## src/rtl/hbps_pkg.sv

```systemverilog
`timescale 1ns / 1ps

package hbps_pkg;

  // Bay content IDs
  localparam logic [2:0] ID_FLOPPY     = 3'd0;
  localparam logic [2:0] ID_FLOPPY_ALT = 3'd1;
  localparam logic [2:0] ID_CDROM      = 3'd3;
  localparam logic [2:0] ID_PCI        = 3'd5;
  localparam logic [2:0] ID_SOUND      = 3'd6;
  localparam logic [2:0] ID_EMPTY      = 3'd7;

  // Chip variants
  localparam logic [1:0] VARIANT_FIRST  = 2'd0;
  localparam logic [1:0] VARIANT_SECOND = 2'd1;

  // Default parameters
  localparam int MAX_RETRIES_DEF = 3;
  localparam int TIME_WIDTH_DEF  = 16;

  // Retry counter saturates here
  localparam logic [2:0] RETRY_SAT = 3'd7;

  // Config register defaults
  localparam logic [1:0]  CHIP_VARIANT_RST   = 2'd0;
  localparam logic [7:0]  POLL_MS_RST        = 8'd25;
  localparam logic [15:0] STABLE_MS_RST      = 16'd100;
  localparam logic [15:0] POWER_MS_RST       = 16'd200;
  localparam logic [15:0] RESET_HOLD_MS_RST  = 16'd50;
  localparam logic [15:0] SETUP_MS_RST       = 16'd100;
  localparam logic [15:0] IDE_WAIT_MS_RST    = 16'd1000;
  localparam logic [15:0] IDE_TIMEOUT_MS_RST = 16'd5000;

  // Config register indexes
  typedef enum logic [2:0] {
    REG_CHIP_VARIANT   = 3'd0,
    REG_POLL_MS        = 3'd1,
    REG_STABLE_MS      = 3'd2,
    REG_POWER_MS       = 3'd3,
    REG_RESET_HOLD_MS  = 3'd4,
    REG_SETUP_MS       = 3'd5,
    REG_IDE_WAIT_MS    = 3'd6,
    REG_IDE_TIMEOUT_MS = 3'd7
  } reg_index_t;

  typedef struct packed {
    logic [1:0]  chip_variant;
    logic [7:0]  poll_ms;
    logic [15:0] stable_ms;
    logic [15:0] power_ms;
    logic [15:0] reset_hold_ms;
    logic [15:0] setup_ms;
    logic [15:0] ide_wait_ms;
    logic [15:0] ide_timeout_ms;
  } cfg_t;

  // Bay phase, one-hot
  typedef enum logic [7:0] {
    PH_EMPTY   = 8'b0000_0001,
    PH_PWRUP   = 8'b0000_0010,
    PH_ENABLE  = 8'b0000_0100,
    PH_RESET   = 8'b0000_1000,
    PH_IDERST  = 8'b0001_0000,
    PH_IDEWAIT = 8'b0010_0000,
    PH_UP      = 8'b0100_0000,
    PH_PWRDN   = 8'b1000_0000
  } phase_t;

  // Phase codes as reported on the output
  localparam logic [2:0] CODE_EMPTY   = 3'd0;
  localparam logic [2:0] CODE_PWRUP   = 3'd1;
  localparam logic [2:0] CODE_ENABLE  = 3'd2;
  localparam logic [2:0] CODE_RESET   = 3'd3;
  localparam logic [2:0] CODE_IDERST  = 3'd4;
  localparam logic [2:0] CODE_IDEWAIT = 3'd5;
  localparam logic [2:0] CODE_UP      = 3'd6;
  localparam logic [2:0] CODE_PWRDN   = 3'd7;

  // One result beat, highest field first
  typedef struct packed {
    logic [2:0] bay_content;
    logic [2:0] bay_phase;
    logic       retries_exhausted;
    logic       ide_unregister_req;
    logic       ide_register_req;
    logic       release_ide_reset;
    logic       release_bay_reset;
    logic [2:0] bus_device;
    logic       bus_enable;
    logic       power_down_cmd;
    logic       power_up_cmd;
  } res_t;

  function automatic logic [2:0] phase_code(phase_t ph);
    logic [2:0] c;
    case (ph)
      PH_EMPTY:   c = CODE_EMPTY;
      PH_PWRUP:   c = CODE_PWRUP;
      PH_ENABLE:  c = CODE_ENABLE;
      PH_RESET:   c = CODE_RESET;
      PH_IDERST:  c = CODE_IDERST;
      PH_IDEWAIT: c = CODE_IDEWAIT;
      PH_UP:      c = CODE_UP;
      PH_PWRDN:   c = CODE_PWRDN;
      default:    c = CODE_EMPTY;
    endcase
    return c;
  endfunction

  // Devices whose bus the chip variant can enable; variant 3 acts as 2
  function automatic logic bus_supported(logic [1:0] variant, logic [2:0] id);
    logic ok;
    if (variant == VARIANT_FIRST || variant == VARIANT_SECOND) begin
      ok = id inside {ID_FLOPPY, ID_FLOPPY_ALT, ID_CDROM, ID_PCI};
    end else begin
      ok = id inside {ID_CDROM, ID_PCI, ID_SOUND};
    end
    return ok;
  endfunction

endpackage

```

## src/rtl/hbps_cfg.sv

```systemverilog
`timescale 1ns / 1ps

module hbps_cfg import hbps_pkg::*; (
  input  logic        clk,
  input  logic        rst,
  input  logic        cfg_we,
  input  logic [2:0]  cfg_index,
  input  logic [15:0] cfg_data,
  output cfg_t        cfg
);

  // Register file, written one register per beat
  always_ff @(posedge clk) begin
    if (rst) begin
      cfg.chip_variant   <= CHIP_VARIANT_RST;
      cfg.poll_ms        <= POLL_MS_RST;
      cfg.stable_ms      <= STABLE_MS_RST;
      cfg.power_ms       <= POWER_MS_RST;
      cfg.reset_hold_ms  <= RESET_HOLD_MS_RST;
      cfg.setup_ms       <= SETUP_MS_RST;
      cfg.ide_wait_ms    <= IDE_WAIT_MS_RST;
      cfg.ide_timeout_ms <= IDE_TIMEOUT_MS_RST;
    end else if (cfg_we) begin
      case (reg_index_t'(cfg_index))
        REG_CHIP_VARIANT:   cfg.chip_variant   <= cfg_data[1:0];
        REG_POLL_MS:        cfg.poll_ms        <= cfg_data[7:0];
        REG_STABLE_MS:      cfg.stable_ms      <= cfg_data;
        REG_POWER_MS:       cfg.power_ms       <= cfg_data;
        REG_RESET_HOLD_MS:  cfg.reset_hold_ms  <= cfg_data;
        REG_SETUP_MS:       cfg.setup_ms       <= cfg_data;
        REG_IDE_WAIT_MS:    cfg.ide_wait_ms    <= cfg_data;
        REG_IDE_TIMEOUT_MS: cfg.ide_timeout_ms <= cfg_data;
        default: ;
      endcase
    end
  end

endmodule

```

## src/rtl/hbps_step.sv

```systemverilog
`timescale 1ns / 1ps

module hbps_step import hbps_pkg::*; #(
  parameter int TIME_WIDTH  = TIME_WIDTH_DEF,
  parameter int MAX_RETRIES = MAX_RETRIES_DEF
) (
  input  cfg_t                  cfg,
  input  logic [2:0]            sensed_id,
  input  logic                  ide_busy,
  input  logic                  ide_attached,
  input  logic                  ide_register_ok,
  input  phase_t                phase,
  input  logic [2:0]            accepted_id,
  input  logic [2:0]            previous_sample,
  input  logic [TIME_WIDTH-1:0] stable_time,
  input  logic [TIME_WIDTH-1:0] wait_timer,
  input  logic                  ide_registered,
  input  logic [2:0]            retry_count,
  output phase_t                phase_next,
  output logic [2:0]            accepted_id_next,
  output logic [2:0]            previous_sample_next,
  output logic [TIME_WIDTH-1:0] stable_time_next,
  output logic [TIME_WIDTH-1:0] wait_timer_next,
  output logic                  ide_registered_next,
  output logic [2:0]            retry_count_next,
  output res_t                  res
);

  localparam int TW = TIME_WIDTH;
  localparam int CW = (TW > 16) ? TW : 16;
  localparam logic [TW-1:0] TMAX = {TW{1'b1}};

  // Clamp a 16-bit millisecond setting into the timer width
  function automatic logic [TW-1:0] sat_cfg(logic [15:0] v);
    logic [CW-1:0] ve;
    ve = CW'(v);
    if (ve > CW'(TMAX)) begin
      return TMAX;
    end
    return TW'(ve);
  endfunction

  logic [TW-1:0] poll_w;
  logic [TW:0]   st_sum;
  logic [2:0]    target;
  logic          run;

  assign poll_w = TW'(cfg.poll_ms);

  always_comb begin
    phase_next           = phase;
    accepted_id_next     = accepted_id;
    previous_sample_next = previous_sample;
    stable_time_next     = stable_time;
    wait_timer_next      = wait_timer;
    ide_registered_next  = ide_registered;
    retry_count_next     = retry_count;
    res                  = '0;
    st_sum               = '0;
    target               = sensed_id;
    run                  = 1'b1;

    // Debounce the content ID; not sampled while powering down
    if (phase != PH_PWRDN) begin
      if (sensed_id != previous_sample) begin
        previous_sample_next = sensed_id;
        stable_time_next     = '0;
      end else if (sensed_id != accepted_id) begin
        st_sum           = {1'b0, stable_time} + {1'b0, poll_w};
        stable_time_next = st_sum[TW] ? TMAX : st_sum[TW-1:0];
        if (CW'(stable_time_next) >= CW'(cfg.stable_ms)) begin
          // type change goes through empty first
          if (sensed_id != ID_EMPTY && accepted_id != ID_EMPTY) begin
            target = ID_EMPTY;
          end
          if (target != ID_EMPTY) begin
            res.power_up_cmd = 1'b1;
            phase_next       = PH_PWRUP;
          end else begin
            res.power_down_cmd = 1'b1;
            phase_next         = PH_PWRDN;
            retry_count_next   = '0;
          end
          wait_timer_next  = sat_cfg(cfg.power_ms);
          accepted_id_next = target;
        end
      end
    end

    // Generic wait timer; the IDE busy wait runs its own countdown
    if (phase_next != PH_IDEWAIT && wait_timer_next != '0) begin
      if (wait_timer_next > poll_w) begin
        wait_timer_next = wait_timer_next - poll_w;
        run             = 1'b0;
      end else begin
        wait_timer_next = '0;
      end
    end

    // Sequencer step
    if (run) begin
      case (phase_next)
        PH_PWRUP: begin
          if (!bus_supported(cfg.chip_variant, previous_sample_next)) begin
            res.power_down_cmd = 1'b1;
            phase_next         = PH_PWRDN;
            wait_timer_next    = sat_cfg(cfg.power_ms);
          end else begin
            res.bus_enable  = 1'b1;
            res.bus_device  = previous_sample_next;
            wait_timer_next = sat_cfg(cfg.reset_hold_ms);
            phase_next      = PH_ENABLE;
          end
        end
        PH_ENABLE: begin
          res.release_bay_reset = 1'b1;
          wait_timer_next       = sat_cfg(cfg.setup_ms);
          phase_next            = PH_RESET;
        end
        PH_RESET: begin
          if (accepted_id_next != ID_CDROM) begin
            phase_next = PH_UP;
          end else begin
            res.release_ide_reset = 1'b1;
            wait_timer_next       = sat_cfg(cfg.ide_wait_ms);
            phase_next            = PH_IDERST;
          end
        end
        PH_IDERST: begin
          wait_timer_next = sat_cfg(cfg.ide_timeout_ms);
          phase_next      = PH_IDEWAIT;
        end
        PH_IDEWAIT: begin
          if (!ide_attached) begin
            wait_timer_next = '0;
            phase_next      = PH_UP;
          end else if (!ide_busy) begin
            wait_timer_next = '0;
            phase_next      = PH_UP;
            if (!ide_registered_next) begin
              res.ide_register_req = 1'b1;
              ide_registered_next  = ide_register_ok;
            end
            // failed registration: count a retry and power down
            if (!ide_registered_next) begin
              if (retry_count_next < RETRY_SAT) begin
                retry_count_next = retry_count_next + 3'd1;
              end
              res.power_down_cmd = 1'b1;
              phase_next         = PH_PWRDN;
              wait_timer_next    = sat_cfg(cfg.power_ms);
            end
          end else begin
            if (wait_timer_next > poll_w) begin
              wait_timer_next = wait_timer_next - poll_w;
            end else begin
              // timeout: power down with no settle wait
              wait_timer_next    = '0;
              res.power_down_cmd = 1'b1;
              phase_next         = PH_PWRDN;
            end
          end
        end
        PH_PWRDN: begin
          phase_next = PH_EMPTY;
          if (ide_registered_next) begin
            res.ide_unregister_req = 1'b1;
            ide_registered_next    = 1'b0;
          end
          if (retry_count_next != '0) begin
            if (retry_count_next > 3'(MAX_RETRIES)) begin
              res.retries_exhausted = 1'b1;
            end else begin
              accepted_id_next = ID_EMPTY;
            end
          end
        end
        default: ;
      endcase
    end

    res.bay_phase   = phase_code(phase_next);
    res.bay_content = accepted_id_next;
  end

endmodule

```

## src/rtl/hotplug_bay_power_sequencer.sv

```systemverilog
`timescale 1ns / 1ps

// Channel   Dir  Handshake          Payload
// s_*       in   s_tvalid/s_tready  one poll tick (s_tdata)
// m_*       out  m_tvalid/m_tready  one result per tick (m_tdata)
// cfg_*     in   cfg_we             register write, index and data
//
// One tick per cycle sustained while m_tready stays high; a result passes through
// the input register, then the result register. The tick-to-tick state loop
// closes through the combinational hbps_step.
// rst is synchronous: control state, phase and config registers return to
// their defaults. A stalled m_tready holds the result; the input register
// still takes one more tick before s_tready drops.

module hotplug_bay_power_sequencer import hbps_pkg::*; #(
  parameter int MAX_RETRIES = MAX_RETRIES_DEF,
  parameter int TIME_WIDTH  = TIME_WIDTH_DEF
) (
  input  logic        clk,
  input  logic        rst,
  input  logic        s_tvalid,
  output logic        s_tready,
  // [2:0] sensed_id, [3] ide_busy, [4] ide_attached, [5] ide_register_ok
  input  logic [7:0]  s_tdata,
  output logic        m_tvalid,
  input  logic        m_tready,
  // [0] power_up_cmd, [1] power_down_cmd, [2] bus_enable, [5:3] bus_device,
  // [6] release_bay_reset, [7] release_ide_reset, [8] ide_register_req,
  // [9] ide_unregister_req, [10] retries_exhausted, [13:11] bay_phase,
  // [16:14] bay_content, [23:17] zero
  output logic [23:0] m_tdata,
  input  logic        cfg_we,
  input  logic [2:0]  cfg_index,
  input  logic [15:0] cfg_data
);

  cfg_t cfg;

  hbps_cfg u_cfg (
    .clk       (clk),
    .rst       (rst),
    .cfg_we    (cfg_we),
    .cfg_index (cfg_index),
    .cfg_data  (cfg_data),
    .cfg       (cfg)
  );

  // Input register
  logic       in_valid;
  logic [5:0] in_data;
  // Result register
  logic       out_valid;
  res_t       out_res;
  logic       move;

  // Sequencer state
  phase_t                phase, phase_next;
  logic [2:0]            accepted_id, accepted_id_next;
  logic [2:0]            previous_sample, previous_sample_next;
  logic [TIME_WIDTH-1:0] stable_time, stable_time_next;
  logic [TIME_WIDTH-1:0] wait_timer, wait_timer_next;
  logic                  ide_registered, ide_registered_next;
  logic [2:0]            retry_count, retry_count_next;
  res_t                  res;

  assign move     = in_valid && (!out_valid || m_tready);
  assign s_tready = !in_valid || move;
  assign m_tvalid = out_valid;
  assign m_tdata  = {7'd0, out_res};

  hbps_step #(
    .TIME_WIDTH  (TIME_WIDTH),
    .MAX_RETRIES (MAX_RETRIES)
  ) u_step (
    .cfg                  (cfg),
    .sensed_id            (in_data[2:0]),
    .ide_busy             (in_data[3]),
    .ide_attached         (in_data[4]),
    .ide_register_ok      (in_data[5]),
    .phase                (phase),
    .accepted_id          (accepted_id),
    .previous_sample      (previous_sample),
    .stable_time          (stable_time),
    .wait_timer           (wait_timer),
    .ide_registered       (ide_registered),
    .retry_count          (retry_count),
    .phase_next           (phase_next),
    .accepted_id_next     (accepted_id_next),
    .previous_sample_next (previous_sample_next),
    .stable_time_next     (stable_time_next),
    .wait_timer_next      (wait_timer_next),
    .ide_registered_next  (ide_registered_next),
    .retry_count_next     (retry_count_next),
    .res                  (res)
  );

  // Beat flow and state update
  always_ff @(posedge clk) begin
    if (rst) begin
      in_valid        <= 1'b0;
      out_valid       <= 1'b0;
      phase           <= PH_EMPTY;
      accepted_id     <= ID_EMPTY;
      previous_sample <= ID_EMPTY;
      stable_time     <= '0;
      wait_timer      <= '0;
      ide_registered  <= 1'b0;
      retry_count     <= '0;
    end else begin
      if (s_tvalid && s_tready) begin
        in_valid <= 1'b1;
      end else if (move) begin
        in_valid <= 1'b0;
      end
      if (move) begin
        out_valid       <= 1'b1;
        phase           <= phase_next;
        accepted_id     <= accepted_id_next;
        previous_sample <= previous_sample_next;
        stable_time     <= stable_time_next;
        wait_timer      <= wait_timer_next;
        ide_registered  <= ide_registered_next;
        retry_count     <= retry_count_next;
      end else if (m_tready) begin
        out_valid <= 1'b0;
      end
    end
  end

  // Payload registers
  always_ff @(posedge clk) begin
    if (s_tvalid && s_tready) begin
      in_data <= s_tdata[5:0];
    end
    if (move) begin
      out_res <= res;
    end
  end

endmodule
```

## config.mk

```make
export PLATFORM = sky130hd
export DESIGN_NAME = hotplug_bay_power_sequencer
export DESIGN_NICKNAME = d
export VERILOG_FILES = /design/src/rtl/hbps_pkg.sv /design/src/rtl/hbps_cfg.sv /design/src/rtl/hbps_step.sv /design/src/rtl/hotplug_bay_power_sequencer.sv
export SDC_FILE = /design/constraint.sdc
export NUM_CORES = 1
export LEC_CHECK = 0
export BUFFER_PORTS_ARGS = -buffer_cell sky130_fd_sc_hd__buf_4
export CAP_MARGIN = 20
export CORE_MARGIN = 10
export CORE_UTILIZATION = 40
export CTS_BUF_LIST = sky130_fd_sc_hd__clkbuf_8
export DETAILED_ROUTE_END_ITERATION = 12
export SETUP_SLACK_MARGIN = 0.4
export SLEW_MARGIN = 20
export SYNTH_ARGS = -nofsm -noshare
export SYNTH_HDL_FRONTEND = slang
export SYNTH_SLANG_ARGS = --single-unit
```

## constraint.sdc

```tcl
create_clock -name clk -period 14.1 [get_ports clk]
set_clock_uncertainty 0.1 [all_clocks]
set_input_delay 2.115 -clock clk [delete_from_list [all_inputs] [get_ports clk]]
set_output_delay 2.115 -clock clk [all_outputs]
set_load 0.005 [all_outputs]
```

==> qor.yml <==
run_status: "complete, no violations"
seqPwrFrac_pct: 46.7
async_flop_share_pct: 0
setup_slack_ps: 2490
fin_hold_ws_ps: 363
rsz0062_at_grt: "false"
yosys_register_bits: 180
p_switching_uw: 399
synth.avg_cell_area_um2: 7.62
post-route-min-period_ps: 11610
globalplace.congestion: 0.941
tightest_slew_ps: 1050
cts_made_buffers: 17
syn_inst: 1370
ir_drop_v: 0.0000587
yosys-top-cells-count: "nand2_1, dfxtp_1, a21oi_1"
synth_xor_area_share_pct: 2.43
yosysTopAreaCellShare_pct: 30.1
area_growth_pct: 9.50
finalSetupTns_ps: 0
hold_viol_final: 0
ys_warn_count: 0
start_util_pct: 40.4
fmax_ghz: 0.0861
avgViaCountPerCell: 5.62
total_power_uw: 1180
grt-ovfl-total: 0
hold_buffers: 0
synth_mux_area_share_pct: 2.35
syn_area_um2: 10400
ant_nets: 0
core_um2: 25800
cp-end-kind: "flop"
drive_gt1_share_pct: 8.45
netlist_top_cells_area: "dfxtp_1, nand2_1, edfxtp_1"
synth_compound_area_share_pct: 19.8
dr.pass1.iters: 5
p_leak_uw: 0.00444
power_density_nw_per_um2: 103
dp_hpwl_um: 21500
max_stage_delay_ps: 590
drcViolationCount: 0
required_ps: 14240
die_h_um: 182
clkSinkCount: 180
synth-adder-area-share_pct: 5.73
finalCritPeriodShare_pct: 82.4
synth_top_family_by_area: "simple AND/OR/NAND/NOR gates"
slowest_stage: "nor2_4"
fin_nets: 1450
htreeDepth: 4
clkLatencyLatePin_ps: 490
port_buffers: 48
die_area_um2: 32900
synth_enable_flop_cells: 23
clk_pin_slew_ps: 110
critPathKind: "reg -> reg"
utilization_pct: 44.2
p_clk_share_pct: 32.7
routed_wl_um: 30500
first_global_vias: 9053
critPathLaunchType: "flop"
cts_setup_buffers: 0
relSlewSlack_pct: 30.1
cts_resized: 0
antenna_found_initial: 0
path_common_cell: "a21oi_1"
arrival_ps: 11750
clk_path_buf_depth: 2
power_frac_comb_pct: 20.7
cts_tree: "built"
routed-via-count: 9662
num_rows: 59
crit_path_max_fanout: 26
grt_use_total_pct: 18.0
hp-class: "reg -> reg"
setup-violations-final: 0
drv_cap: 0
io_pins: 58
pre_cts_slack_ps: 2270
yosys.area_share.simple_pct: 27.7
yosys.area.top_type: "dfxtp_1"
final_max_slew_viol_count: 0
cts_root_buf: "clkbuf_8"
synth-seq-area-share_pct: 36.7
drt-initial-drc-count: 860
yosys.cell_types.count: 72
internal-power_uw: 783
wire_per_inst_um: 17.7
grt_max_degree: 85
yosysMostFrequentCell: "nand2_1"
synth_ff_type: "dfxtp_1"
fill_cells: 2637
num_antenna_cells: 0
grt_pass1_wl_um: 48900
die_w_um: 182
switching_share_pct: 33.7
-- critical path, delay by kind of cell (launching register included) --
kind	cells	cell delay [ps]
fa+ha+maj	7	2280
simple gates	14	3450
flops	1	380
mux	1	220
compound gates	21	4860
-- stage by stage --
stage	area (µm²)	cells
floorplan	10500	1376
CTS	11400	1720
global placement	11000	1688
detailed placement	11000	1688
finish	11400	1720
global route	11400	1720
-- state kept, by name, indices dropped and copies added, names as in the netlist --
signal / flops
accepted_id: 3
retry_count: 3
m_tvalid: 1
in_data: 6
m_tdata: 17
u_cfg.cfg: 105
in_valid: 1
wait_timer: 16
stable_time: 16
phase: 8
previous_sample: 3
ide_registered: 1
-- cell usage in the layout (no fill, tap or decap), types with 10 or more instances in the layout --
| master | instances |
|---|---|
| nand2_1 | 320 |
| dfxtp_1 | 157 |
| a21oi_1 | 125 |
| nor2_1 | 110 |
| buf_4 | 60 |
| o21ai_0 | 55 |
| inv_1 | 48 |
| ha_1 | 43 |
| nand3_1 | 37 |
| nor3_1 | 32 |
| nand3b_1 | 23 |
| edfxtp_1 | 23 |
| xnor2_1 | 22 |
| mux2i_1 | 20 |
| nand2b_1 | 17 |
| clkbuf_8 | 17 |
| nor2b_1 | 16 |
| a222oi_1 | 16 |
| a22oi_1 | 15 |
| nand4_1 | 13 |
| a211oi_1 | 13 |
| a211o_1 | 13 |
| and3_1 | 13 |
| a21o_1 | 11 |
| and2_1 | 10 |
-- routing by layer --
layer  share of wire, %  vias up  track usage [%]  routed length [µm]
met5                  0        -                0                   0
li1                   -     4798                -                   -
met4                1.1        0             4.07                 328
met2                 45      326             28.2               13800
met3                5.6       21             3.20                1710
met1                 48     4517             25.0               14600
-- area by class of cell --
| type | count | area [µm²] | share of cell area [%] |
|---|---|---|---|
| Multi-Input combinational cell | 1064 | 6100 | 53.4 |
| Sequential cell | 180 | 3830 | 33.6 |
| Timing Repair Buffer | 60 | 450 | 3.94 |
| Tap cell | 335 | 419 | 3.67 |
| Clock buffer | 17 | 234 | 2.05 |
| Clock inverter | 15 | 204 | 1.78 |
| Inverter | 49 | 184 | 1.61 |
-- cells by family (layout without fill, tap and decap cells) --
logic type	after synthesis	count (layout)
fa+ha+maj	46	46
simple gates	634	634
mux	24	24
compound gates	324	324
flops	180	180
other cells	1	7
buf+inv	132	141
xor+xnor	29	29
-- final timing paths --
kind | start | end | slack, ps | depth (start not counted)
max reg2reg | u_cfg.cfg[96] | m_tdata[13] | 2490 | 43
min | u_cfg.cfg[56] | u_cfg.cfg[56] | 360 | 2
min reg2reg | u_cfg.cfg[56] | u_cfg.cfg[56] | 360 | 2
max | u_cfg.cfg[96] | m_tdata[13] | 2490 | 43
-- power by group through the flow --
stage	sequential (µW)	combinational, µW	clock, µW
finish	552	244	386
floorplan	557	180	0
global placement	563	238	0
detailed placement	563	240	0
CTS	551	242	393
global route	554	273	414
No activity file was read; power rests on OpenSTA's default activity.
